### config.mk
export PLATFORM = sky130hd
export DESIGN_NAME = drive_distance_pid_heading_hold
export DESIGN_NICKNAME = d
export VERILOG_FILES = /design/src/ddph_pkg.sv /design/src/drive_distance_pid_heading_hold.sv /design/src/ddph_regs.sv /design/src/ddph_state.sv /design/src/ddph_math.sv
export SDC_FILE = /design/constraint.sdc
export NUM_CORES = 2
export LEC_CHECK = 0
export CORE_ASPECT_RATIO = 2
export CORE_MARGIN = 2
export CORE_UTILIZATION = 45
export CTS_CLUSTER_SIZE = 12
export DETAILED_ROUTE_END_ITERATION = 8
export DONT_BUFFER_PORTS = 1
export HOLD_SLACK_MARGIN = 0.08
export PLACE_DENSITY = 0.61
export SYNTH_ARGS = -nofsm -noshare
export SYNTH_HDL_FRONTEND = slang
export SYNTH_SLANG_ARGS = --single-unit
### constraint.sdc
create_clock -name clk -period 14.1 [get_ports clk]
set_clock_uncertainty 0.05 [all_clocks]
set_input_delay 0.705 -clock clk [delete_from_list [all_inputs] [get_ports clk]]
set_output_delay 0.705 -clock clk [all_outputs]
set_load 0.02 [all_outputs]
### src/ddph_pkg.sv
// Shared types and constants for the drive-distance PID block with heading hold.
// Used by the register file, the state stage, the math stages and the top level.
// No dependencies.
package ddph_pkg;

    localparam int AddrW = 5;

    // register indexes on the configuration port
    localparam logic [2:0] RegTarget   = 3'd0;
    localparam logic [2:0] RegSpeed    = 3'd1;
    localparam logic [2:0] RegHeadRef  = 3'd2;
    localparam logic [2:0] RegUseStart = 3'd3;
    localparam logic [2:0] RegTimeout  = 3'd4;
    localparam logic [2:0] RegGainP    = 3'd5;
    localparam logic [2:0] RegGainI    = 3'd6;
    localparam logic [2:0] RegGainD    = 3'd7;

    localparam int PosW   = 24;
    localparam int HeadW  = 20;
    localparam int ErrW   = 25;
    localparam int DerrW  = 26;
    localparam int IntW   = 12;
    localparam int IsumW  = 24;
    localparam int DhW    = 21;
    localparam int MagW   = 10;
    localparam int PpW    = 42;
    localparam int PdW    = 43;
    localparam int SumW   = 45;
    localparam int PowW   = 16;
    localparam int CorrW  = 13;

    localparam logic signed [IsumW-1:0] IntLim   = 24'sd1280;
    localparam logic signed [ErrW-1:0]  ErrWin   = 25'sd20;
    localparam logic [DhW-1:0]          HeadBig  = 21'd834;
    localparam logic [21:0]             CorrRecip = 22'd3221226;
    localparam logic [11:0]             CorrLim  = 12'd2560;
    localparam logic [6:0]              SpeedMax = 7'd100;

    typedef struct packed {
        logic signed [23:0] target_position;
        logic [6:0]         speed_limit;
        logic signed [19:0] heading_ref;
        logic               use_start_heading;
        logic [15:0]        timeout_ticks;
        logic [15:0]        gain_p;
        logic [15:0]        gain_i;
        logic [15:0]        gain_d;
    } cfg_t;

    // per-sample result of the state stage
    typedef struct packed {
        logic                   done;
        logic                   tmo;
        logic signed [ErrW-1:0] err;
        logic signed [DerrW-1:0] derr;
        logic signed [IntW-1:0] integ;
        logic                   head_neg;
        logic                   head_big;
        logic [MagW-1:0]        head_mag;
    } s1_t;

endpackage

### src/drive_distance_pid_heading_hold.sv
// Top level of the drive-distance PID controller with heading hold.
// Depends on ddph_pkg, ddph_regs, ddph_state and ddph_math.
//
// Takes one sensor sample per request (restart flag, both front encoder positions,
// gyro heading) and returns one drive request with right and left power, done and
// timeout flags. The path is a four-register pipeline: input register, state stage
// (error, integral, tick count, held heading), product stage (gain multiplies and
// heading correction) and result register. A sample may be accepted every cycle
// while the output side is not stalled. Each stage holds its request until the next
// stage has room, so input stops once every stage is full behind a waiting result.
// The user must write registers over the APB-style port only while no sample is in
// flight; the block itself does not enforce this.
module drive_distance_pid_heading_hold (
    input  logic                       clk,
    input  logic                       rst_n,
    input  logic                       psel,
    input  logic                       penable,
    input  logic                       pwrite,
    input  logic [ddph_pkg::AddrW-1:0] paddr,
    input  logic [31:0]                pwdata,
    output logic [31:0]                prdata,
    output logic                       pready,
    input  logic                       in_valid,
    output logic                       in_ready,
    input  logic                       restart,
    input  logic signed [23:0]         right_position,
    input  logic signed [23:0]         left_position,
    input  logic signed [19:0]         heading,
    output logic                       out_valid,
    input  logic                       out_ready,
    output logic signed [7:0]          right_power,
    output logic signed [7:0]          left_power,
    output logic                       done_res,
    output logic                       timed_out
);

    ddph_pkg::cfg_t cfg;
    ddph_pkg::s1_t  s1_data;
    logic           s1_valid;
    logic           s1_ready;

    ddph_regs u_regs (
        .clk     (clk),
        .rst_n   (rst_n),
        .psel    (psel),
        .penable (penable),
        .pwrite  (pwrite),
        .paddr   (paddr),
        .pwdata  (pwdata),
        .prdata  (prdata),
        .pready  (pready),
        .cfg     (cfg)
    );

    ddph_state u_state (
        .clk            (clk),
        .rst_n          (rst_n),
        .cfg            (cfg),
        .in_valid       (in_valid),
        .in_ready       (in_ready),
        .restart        (restart),
        .right_position (right_position),
        .left_position  (left_position),
        .heading        (heading),
        .s1_valid       (s1_valid),
        .s1_ready       (s1_ready),
        .s1_data        (s1_data)
    );

    ddph_math u_math (
        .clk         (clk),
        .rst_n       (rst_n),
        .cfg         (cfg),
        .s1_valid    (s1_valid),
        .s1_ready    (s1_ready),
        .s1_data     (s1_data),
        .out_valid   (out_valid),
        .out_ready   (out_ready),
        .right_power (right_power),
        .left_power  (left_power),
        .done_res    (done_res),
        .timed_out   (timed_out)
    );

endmodule

### src/ddph_regs.sv
// Configuration register file on an APB-style port.
// Depends on ddph_pkg for the register indexes and the cfg_t bundle.
module ddph_regs (
    input  logic                      clk,
    input  logic                      rst_n,
    input  logic                      psel,
    input  logic                      penable,
    input  logic                      pwrite,
    input  logic [ddph_pkg::AddrW-1:0] paddr,
    input  logic [31:0]               pwdata,
    output logic [31:0]               prdata,
    output logic                      pready,
    output ddph_pkg::cfg_t            cfg
);

    ddph_pkg::cfg_t cfg_reg;
    logic           wr_en;
    logic [2:0]     idx;

    assign pready = 1'b1;
    assign wr_en  = psel && penable && pwrite;
    assign idx    = paddr[4:2];
    assign cfg    = cfg_reg;

    always_ff @(posedge clk or negedge rst_n)
    begin
        if (!rst_n)
        begin
            cfg_reg.target_position   <= '0;
            cfg_reg.speed_limit       <= 7'd100;
            cfg_reg.heading_ref       <= '0;
            cfg_reg.use_start_heading <= 1'b1;
            cfg_reg.timeout_ticks     <= 16'd65535;
            cfg_reg.gain_p            <= 16'd107;
            cfg_reg.gain_i            <= 16'd4;
            cfg_reg.gain_d            <= 16'd845;
        end
        else if (wr_en)
        begin
            unique case (idx)
                ddph_pkg::RegTarget:   cfg_reg.target_position   <= pwdata[23:0];
                ddph_pkg::RegSpeed:    cfg_reg.speed_limit       <= pwdata[6:0];
                ddph_pkg::RegHeadRef:  cfg_reg.heading_ref       <= pwdata[19:0];
                ddph_pkg::RegUseStart: cfg_reg.use_start_heading <= pwdata[0];
                ddph_pkg::RegTimeout:  cfg_reg.timeout_ticks     <= pwdata[15:0];
                ddph_pkg::RegGainP:    cfg_reg.gain_p            <= pwdata[15:0];
                ddph_pkg::RegGainI:    cfg_reg.gain_i            <= pwdata[15:0];
                ddph_pkg::RegGainD:    cfg_reg.gain_d            <= pwdata[15:0];
                default: ;
            endcase
        end
    end

    always_comb
    begin
        prdata = '0;
        unique case (idx)
            ddph_pkg::RegTarget:
                prdata = {{8{cfg_reg.target_position[23]}}, cfg_reg.target_position};
            ddph_pkg::RegSpeed:    prdata = {25'd0, cfg_reg.speed_limit};
            ddph_pkg::RegHeadRef:
                prdata = {{12{cfg_reg.heading_ref[19]}}, cfg_reg.heading_ref};
            ddph_pkg::RegUseStart: prdata = {31'd0, cfg_reg.use_start_heading};
            ddph_pkg::RegTimeout:  prdata = {16'd0, cfg_reg.timeout_ticks};
            ddph_pkg::RegGainP:    prdata = {16'd0, cfg_reg.gain_p};
            ddph_pkg::RegGainI:    prdata = {16'd0, cfg_reg.gain_i};
            ddph_pkg::RegGainD:    prdata = {16'd0, cfg_reg.gain_d};
            default:               prdata = '0;
        endcase
    end

endmodule

### src/ddph_state.sv
// Input register and per-move state: error, integral, tick count, held heading.
// Depends on ddph_pkg for cfg_t, s1_t and the fixed-point widths.
module ddph_state (
    input  logic                          clk,
    input  logic                          rst_n,
    input  ddph_pkg::cfg_t                cfg,
    input  logic                          in_valid,
    output logic                          in_ready,
    input  logic                          restart,
    input  logic signed [23:0]            right_position,
    input  logic signed [23:0]            left_position,
    input  logic signed [19:0]            heading,
    output logic                          s1_valid,
    input  logic                          s1_ready,
    output ddph_pkg::s1_t                 s1_data
);

    // input register
    logic               v0_reg;
    logic               rst0_reg;
    logic signed [23:0] rpos_reg;
    logic signed [23:0] lpos_reg;
    logic signed [19:0] head_reg;

    // move state
    logic signed [ddph_pkg::IntW-1:0] integ_reg, integ_next;
    logic signed [ddph_pkg::ErrW-1:0] prev_reg, prev_next;
    logic [15:0]                      tick_reg, tick_next;
    logic signed [19:0]               sh_reg, sh_next;
    logic                             fin_reg, fin_next;
    logic                             tflag_reg, tflag_next;

    logic          v1_reg;
    ddph_pkg::s1_t s1_reg, s1_next;

    logic s1_load, step, in_acc;

    logic signed [ddph_pkg::IntW-1:0]  integ_e;
    logic signed [ddph_pkg::ErrW-1:0]  prev_e;
    logic [15:0]                       tick_e;
    logic                              fin_e, tflag_e;
    logic signed [24:0]                pos_sum, mean;
    logic signed [ddph_pkg::ErrW-1:0]  err;
    logic                              tmo_hit, run, err_near;
    logic signed [22:0]                iprod;
    logic signed [ddph_pkg::IsumW-1:0] isum, iclamp;
    logic signed [19:0]                held;
    logic signed [ddph_pkg::DhW-1:0]   dh, dh_mag;

    assign s1_load  = !v1_reg || s1_ready;
    assign in_ready = !v0_reg || s1_load;
    assign in_acc   = in_valid && in_ready;
    assign step     = v0_reg && s1_load;
    assign s1_valid = v1_reg;
    assign s1_data  = s1_reg;

    always_comb
    begin
        // restart clears the move before this sample is handled
        integ_e = rst0_reg ? '0 : integ_reg;
        prev_e  = rst0_reg ? '0 : prev_reg;
        tick_e  = rst0_reg ? '0 : tick_reg;
        fin_e   = rst0_reg ? 1'b0 : fin_reg;
        tflag_e = rst0_reg ? 1'b0 : tflag_reg;
        sh_next = rst0_reg ? head_reg : sh_reg;

        pos_sum = {lpos_reg[23], lpos_reg} + {rpos_reg[23], rpos_reg};
        mean    = pos_sum >>> 1;
        err     = {cfg.target_position[23], cfg.target_position} - mean;

        tmo_hit    = !fin_e && (tick_e >= cfg.timeout_ticks);
        run        = !fin_e && !tmo_hit && (err != '0);
        fin_next   = !run;
        tflag_next = tflag_e || tmo_hit;
        tick_next  = (!fin_e && !tmo_hit) ? tick_e + 16'd1 : tick_e;

        err_near = (err > -ddph_pkg::ErrWin) && (err < ddph_pkg::ErrWin);
        iprod    = $signed({1'b0, cfg.gain_i}) * $signed(err[5:0]);
        isum     = {{(ddph_pkg::IsumW - ddph_pkg::IntW){integ_e[ddph_pkg::IntW-1]}}, integ_e}
                 + (err_near ? {iprod[22], iprod} : '0);
        if (isum > ddph_pkg::IntLim)
            iclamp = ddph_pkg::IntLim;
        else if (isum < -ddph_pkg::IntLim)
            iclamp = -ddph_pkg::IntLim;
        else
            iclamp = isum;

        integ_next = run ? iclamp[ddph_pkg::IntW-1:0] : integ_e;
        prev_next  = run ? err : prev_e;

        held   = cfg.use_start_heading ? sh_next : cfg.heading_ref;
        dh     = {head_reg[19], head_reg} - {held[19], held};
        dh_mag = dh[ddph_pkg::DhW-1] ? -dh : dh;

        s1_next.done     = !run;
        s1_next.tmo      = tflag_next;
        s1_next.err      = err;
        s1_next.derr     = {err[ddph_pkg::ErrW-1], err} - {prev_e[ddph_pkg::ErrW-1], prev_e};
        s1_next.integ    = integ_next;
        s1_next.head_neg = dh[ddph_pkg::DhW-1];
        s1_next.head_big = dh_mag >= ddph_pkg::HeadBig;
        s1_next.head_mag = dh_mag[ddph_pkg::MagW-1:0];
    end

    always_ff @(posedge clk or negedge rst_n)
    begin
        if (!rst_n)
        begin
            v0_reg    <= 1'b0;
            v1_reg    <= 1'b0;
            integ_reg <= '0;
            prev_reg  <= '0;
            tick_reg  <= '0;
            sh_reg    <= '0;
            fin_reg   <= 1'b0;
            tflag_reg <= 1'b0;
        end
        else
        begin
            if (in_acc)
                v0_reg <= 1'b1;
            else if (step)
                v0_reg <= 1'b0;

            if (s1_load)
                v1_reg <= v0_reg;

            if (step)
            begin
                integ_reg <= integ_next;
                prev_reg  <= prev_next;
                tick_reg  <= tick_next;
                sh_reg    <= sh_next;
                fin_reg   <= fin_next;
                tflag_reg <= tflag_next;
            end
        end
    end

    always_ff @(posedge clk)
    begin
        if (in_acc)
        begin
            rst0_reg <= restart;
            rpos_reg <= right_position;
            lpos_reg <= left_position;
            head_reg <= heading;
        end
        if (step)
            s1_reg <= s1_next;
    end

endmodule

### src/ddph_math.sv
// Gain products, heading correction, power sum, clamps and result register.
// Depends on ddph_pkg for cfg_t, s1_t and the fixed-point widths.
module ddph_math (
    input  logic               clk,
    input  logic               rst_n,
    input  ddph_pkg::cfg_t     cfg,
    input  logic               s1_valid,
    output logic               s1_ready,
    input  ddph_pkg::s1_t      s1_data,
    output logic               out_valid,
    input  logic               out_ready,
    output logic signed [7:0]  right_power,
    output logic signed [7:0]  left_power,
    output logic               done_res,
    output logic               timed_out
);

    // product stage
    logic                              v2_reg;
    logic signed [ddph_pkg::PpW-1:0]   pp_reg;
    logic signed [ddph_pkg::PdW-1:0]   pd_reg;
    logic signed [ddph_pkg::IntW-1:0]  integ_reg;
    logic signed [ddph_pkg::CorrW-1:0] corr_reg;
    logic                              done2_reg, tmo2_reg;

    // result register
    logic              ov_reg;
    logic signed [7:0] rp_reg, lp_reg;
    logic              done_reg, tmo_reg;

    logic out_load, s2_load;

    logic [31:0]                       qprod;
    logic [11:0]                       cmag;
    logic signed [ddph_pkg::CorrW-1:0] corr;
    logic signed [ddph_pkg::SumW-1:0]  psum, lim;
    logic [6:0]                        spd;
    logic signed [ddph_pkg::PowW-1:0]  power, lsum, rq, lq;

    assign out_load = !ov_reg || out_ready;
    assign s2_load  = !v2_reg || out_load;
    assign s1_ready = s2_load;

    assign out_valid   = ov_reg;
    assign right_power = rp_reg;
    assign left_power  = lp_reg;
    assign done_res    = done_reg;
    assign timed_out   = tmo_reg;

    always_comb
    begin
        // 3221226 / 2^20 is 384/125 rounded up, exact over the unclamped range
        qprod = {22'd0, s1_data.head_mag} * {10'd0, ddph_pkg::CorrRecip};
        cmag  = s1_data.head_big ? ddph_pkg::CorrLim : qprod[31:20];
        corr  = s1_data.head_neg ? $signed({1'b0, cmag}) : -$signed({1'b0, cmag});
    end

    always_comb
    begin
        psum = {{(ddph_pkg::SumW - ddph_pkg::PpW){pp_reg[ddph_pkg::PpW-1]}}, pp_reg}
             + {{(ddph_pkg::SumW - ddph_pkg::PdW){pd_reg[ddph_pkg::PdW-1]}}, pd_reg}
             + {{(ddph_pkg::SumW - ddph_pkg::IntW){integ_reg[ddph_pkg::IntW-1]}}, integ_reg};
        spd  = (cfg.speed_limit > ddph_pkg::SpeedMax) ? ddph_pkg::SpeedMax : cfg.speed_limit;
        lim  = $signed({{(ddph_pkg::SumW - 15){1'b0}}, spd, 8'd0});
        if (psum > lim)
            power = lim[ddph_pkg::PowW-1:0];
        else if (psum < -lim)
            power = -lim[ddph_pkg::PowW-1:0];
        else
            power = psum[ddph_pkg::PowW-1:0];
        lsum = power + {{(ddph_pkg::PowW - ddph_pkg::CorrW){corr_reg[ddph_pkg::CorrW-1]}},
                        corr_reg};
        // divide by 256 rounding toward zero
        rq = (power[ddph_pkg::PowW-1] ? power + 16'sd255 : power) >>> 8;
        lq = (lsum[ddph_pkg::PowW-1] ? lsum + 16'sd255 : lsum) >>> 8;
    end

    always_ff @(posedge clk or negedge rst_n)
    begin
        if (!rst_n)
        begin
            v2_reg <= 1'b0;
            ov_reg <= 1'b0;
        end
        else
        begin
            if (s2_load)
                v2_reg <= s1_valid;
            if (out_load)
                ov_reg <= v2_reg;
        end
    end

    always_ff @(posedge clk)
    begin
        if (s2_load && s1_valid)
        begin
            pp_reg    <= $signed({1'b0, cfg.gain_p}) * s1_data.err;
            pd_reg    <= $signed({1'b0, cfg.gain_d}) * s1_data.derr;
            integ_reg <= s1_data.integ;
            corr_reg  <= corr;
            done2_reg <= s1_data.done;
            tmo2_reg  <= s1_data.tmo;
        end
        if (out_load && v2_reg)
        begin
            rp_reg   <= done2_reg ? '0 : rq[7:0];
            lp_reg   <= done2_reg ? '0 : lq[7:0];
            done_reg <= done2_reg;
            tmo_reg  <= done2_reg && tmo2_reg;
        end
    end

endmodule

==> results.py <==
metrics = {
    "floorplanning": {
        "dieWidth_um": 277,
        "std_cell_rows": 200,
        "die_area_sq_mm": 0.152,
        "core-area_sq_mm": 0.148,
        "io_pins": 166,
        "fp.dieH_um": 549,
        "initial_util_pct": 45.2,
    },
    "clock_tree": {
        "cts_root_buffer": "clkbuf_16",
        "worstSkewPairLatency_ns": 0.68,
        "path_clk_slew_ns": 0.07,
        "htree_num_levels": 2,
        "cts_post_setup_buffers_inserted": 0,
        "post_cts.resized_instances": 0,
        "cts.hold.buffers_added": 31,
        "clk_path_buf_depth": 3,
        "cts_sinks": 471,
        "clock_buffers_created_by_tritoncts": 49,
        "cts_tree": "built",
    },
    "global_routing": {
        "largest_net_degree_at_the_start_of_global_routing": 196,
        "total_grt_overflow": 0,
        "grt_antenna_before_repair": 15,
        "top_usage_layer": "met2",
        "gr-usage-met2_pct": 49.6,
        "use_met1_pct": 25.2,
        "groute.usage.overall_pct": 25.7,
        "grt_pass1_vias": 54533,
        "grtUsageMet3_pct": 3.18,
        "global_route_wire_length_before_repair_um": 300000,
    },
    "logic_synthesis": {
        "synth.top_cells.by_count": "inv_1, fa_1, nand2_1",
        "post_synth_num_cell_types": 109,
        "synth-seq-cells": 471,
        "sequential_element_share_of_the_synthesized_area_pct": 19.7,
        "async_reset_ff_share_pct": 41.4,
        "net_count_after_synthesis": 8770,
        "synth_ff_type": "edfxtp_1",
        "yosys_warnings": 0,
        "mappedNetlistArea_sq_mm": 0.0669,
        "synth_top_cell_area_share_pct": 27.3,
        "ys_top_cells_by_area": "fa_1, edfxtp_1, ha_1, inv_1, dfrtp_1",
        "yosysTopAreaCell": "fa_1",
        "synth-edff-count": 276,
        "syn_area_per_cell_sq_um": 9.42,
        "synthesis.instances": 7109,
        "synth.most_common_cell": "inv_1",
    },
    "setup_path": {
        "cp-end-kind": "flop",
        "timing.rr.end": "u_math.left_power[6]",
        "cp.arrival_ns": 13.31,
        "crit_path_max_fanout": 13,
        "reg2reg_slack_ns": 1.15,
        "cp_slowest_stage_delay_ns": 0.55,
        "cpMaxStageDelayCell": "or4_1",
        "worst_r2r_path_depth": 49,
        "worstReg2RegStart": "u_math.pd_reg[0]",
        "crit_type": "flop to flop",
        "critical_path.most_common_cell": "a21oi_1",
        "cp_data_required_time_ns": 14.46,
        "timing.critical_path.from_type": "flop",
    },
    "run": {
        "drv.max_cap_violation_count": 0,
    },
    "sta": {
        "fin_tns_setup_ns": 0,
        "number_of_hold_violations_in_the_final_report": 6,
        "rsz0062_at_grt": "no",
        "slew_violations": 0,
        "achievable-frequency_mhz": 77.2,
        "worst_slew_pin_slew_ns": 1.18,
        "final_period_minus_worst_setup_slack_ns": 12.95,
        "post-route-period-util_pct": 91.8,
        "setup-violations-final": 0,
        "worst_hold_slack_across_all_endpoints_ns": -0.0534,
        "slew_hr_pct": 21.5,
    },
    "drt": {
        "drc_errors": 0,
        "via_per_inst": 5.58,
        "avgRoutedWirePerCell_um": 21.4,
        "route.antenna.remaining_nets": 0,
        "drtPass1Iterations": 5,
        "detailroute.via_count": 50108,
        "drt_wl_total_um": 192000,
        "initialDrtViolationCount": 2590,
    },
    "outcome": {
        "violations_in_the_final_reports": "hold timing",
        "status": "finished with violations",
    },
    "placed_design": {
        "io_buffers": 0,
        "detailedPlacementHpwl_um": 156000,
        "detailed_place.area_sq_mm": 0.0690,
        "globalplace.congestion": 0.895,
    },
    "layout": {
        "layout.area.seq_sq_mm": 0.0132,
        "layout.filler_cells": 14105,
        "area_delta_synth_final_pct": 5.85,
        "num-nets-final": 8679,
        "drive_gt1_share_pct": 5.64,
        "multi_input_area_sq_mm": 0.0482,
        "largest_reg_flops": 116,
        "stdcell_area_sq_mm": 0.0709,
    },
    "hold_path": {
        "hp-class": "primary input to async pin",
    },
}
[cells by family after synthesis]
group,count (synthesis),synth area share [%]
AOI/OAI and AO/OA,1050,10.2
DFF,471,19.7
other,1,0.00560
xor gates and xnor gates,320,4.20
buffers and inverters,1468,8.32
muxes,184,3.11
and+or+nand+nor,2067,15.3
adders and majority gates,1548,39.2
[area by class of cell]
type / count / share of cell area [%]
Clock inverter: 11 / 0.212
Timing Repair Buffer: 103 / 1.23
Clock buffer: 78 / 1.98
Inverter: 1223 / 6.48
Antenna cell: 4 / 0.0141
Tap cell: 1919 / 3.39
Multi-Input combinational cell: 5170 / 68.1
Sequential cell: 471 / 18.6
[layout by cell type (no fill, tap or decap), types with 218 or more instances in the layout]
master and count:
edfxtp_1 276, fa_1 912, and2_1 396, nand2_1 766
ha_1 636, nor2_1 301, xnor2_1 218, a21oi_1 263
o21ai_0 269, inv_1 1219
[worst max path at each step]
stage,start,to,slack [ns],depth (start not counted)
3_3_place_gp,u_math.pd_reg[0],u_math.left_power[6],1.14,51
2_1_floorplan,u_math.pd_reg[1],u_math.left_power[6],3.61,50
6_report,u_math.pd_reg[0],u_math.left_power[6],1.15,49
5_1_grt,u_math.pd_reg[0],u_math.left_power[1],0.12,50
3_5_place_dp,u_math.pd_reg[0],u_math.left_power[6],1.09,49
4_1_cts,u_math.pd_reg[0],u_math.left_power[6],1.02,49
[critical path, delay by kind of cell, from the launching register on]
kind / cells / cell delay (ns)
multiplexers: 1 / 0.32
flip-flops: 1 / 0.33
AO/OA/AOI/OAI: 28 / 7.12
XOR/XNOR: 1 / 0.35
buffers and inverters: 4 / 0.55
AND/OR/NAND/NOR: 10 / 2.31
adder cells (fa/ha/maj): 5 / 1.61
[per-layer routing]
layer | up-vias | share of wire, %
met4 | 10 | 8.1
met1 | 25300 | 34
met5 | - | 0.042
li1 | 22875 | -
met2 | 1313 | 54
met3 | 610 | 4.1
[metrics by stage]
| stage | worst slack [ns] | cells | utilization [%] |
|---|---|---|---|
| CTS | 1.02 | 8975 | 47.8 |
| global route | 0.120 | 8976 | 47.8 |
| finish | 1.15 | 8979 | 47.8 |
| floorplan | 3.61 | 7109 | - |
| global placement | 1.14 | 8855 | 46.6 |
| detailed placement | 1.09 | 8855 | 46.6 |
Power is not shown: default switching activity piles up to over one toggle a cycle in this logic, so the estimate is an artifact.
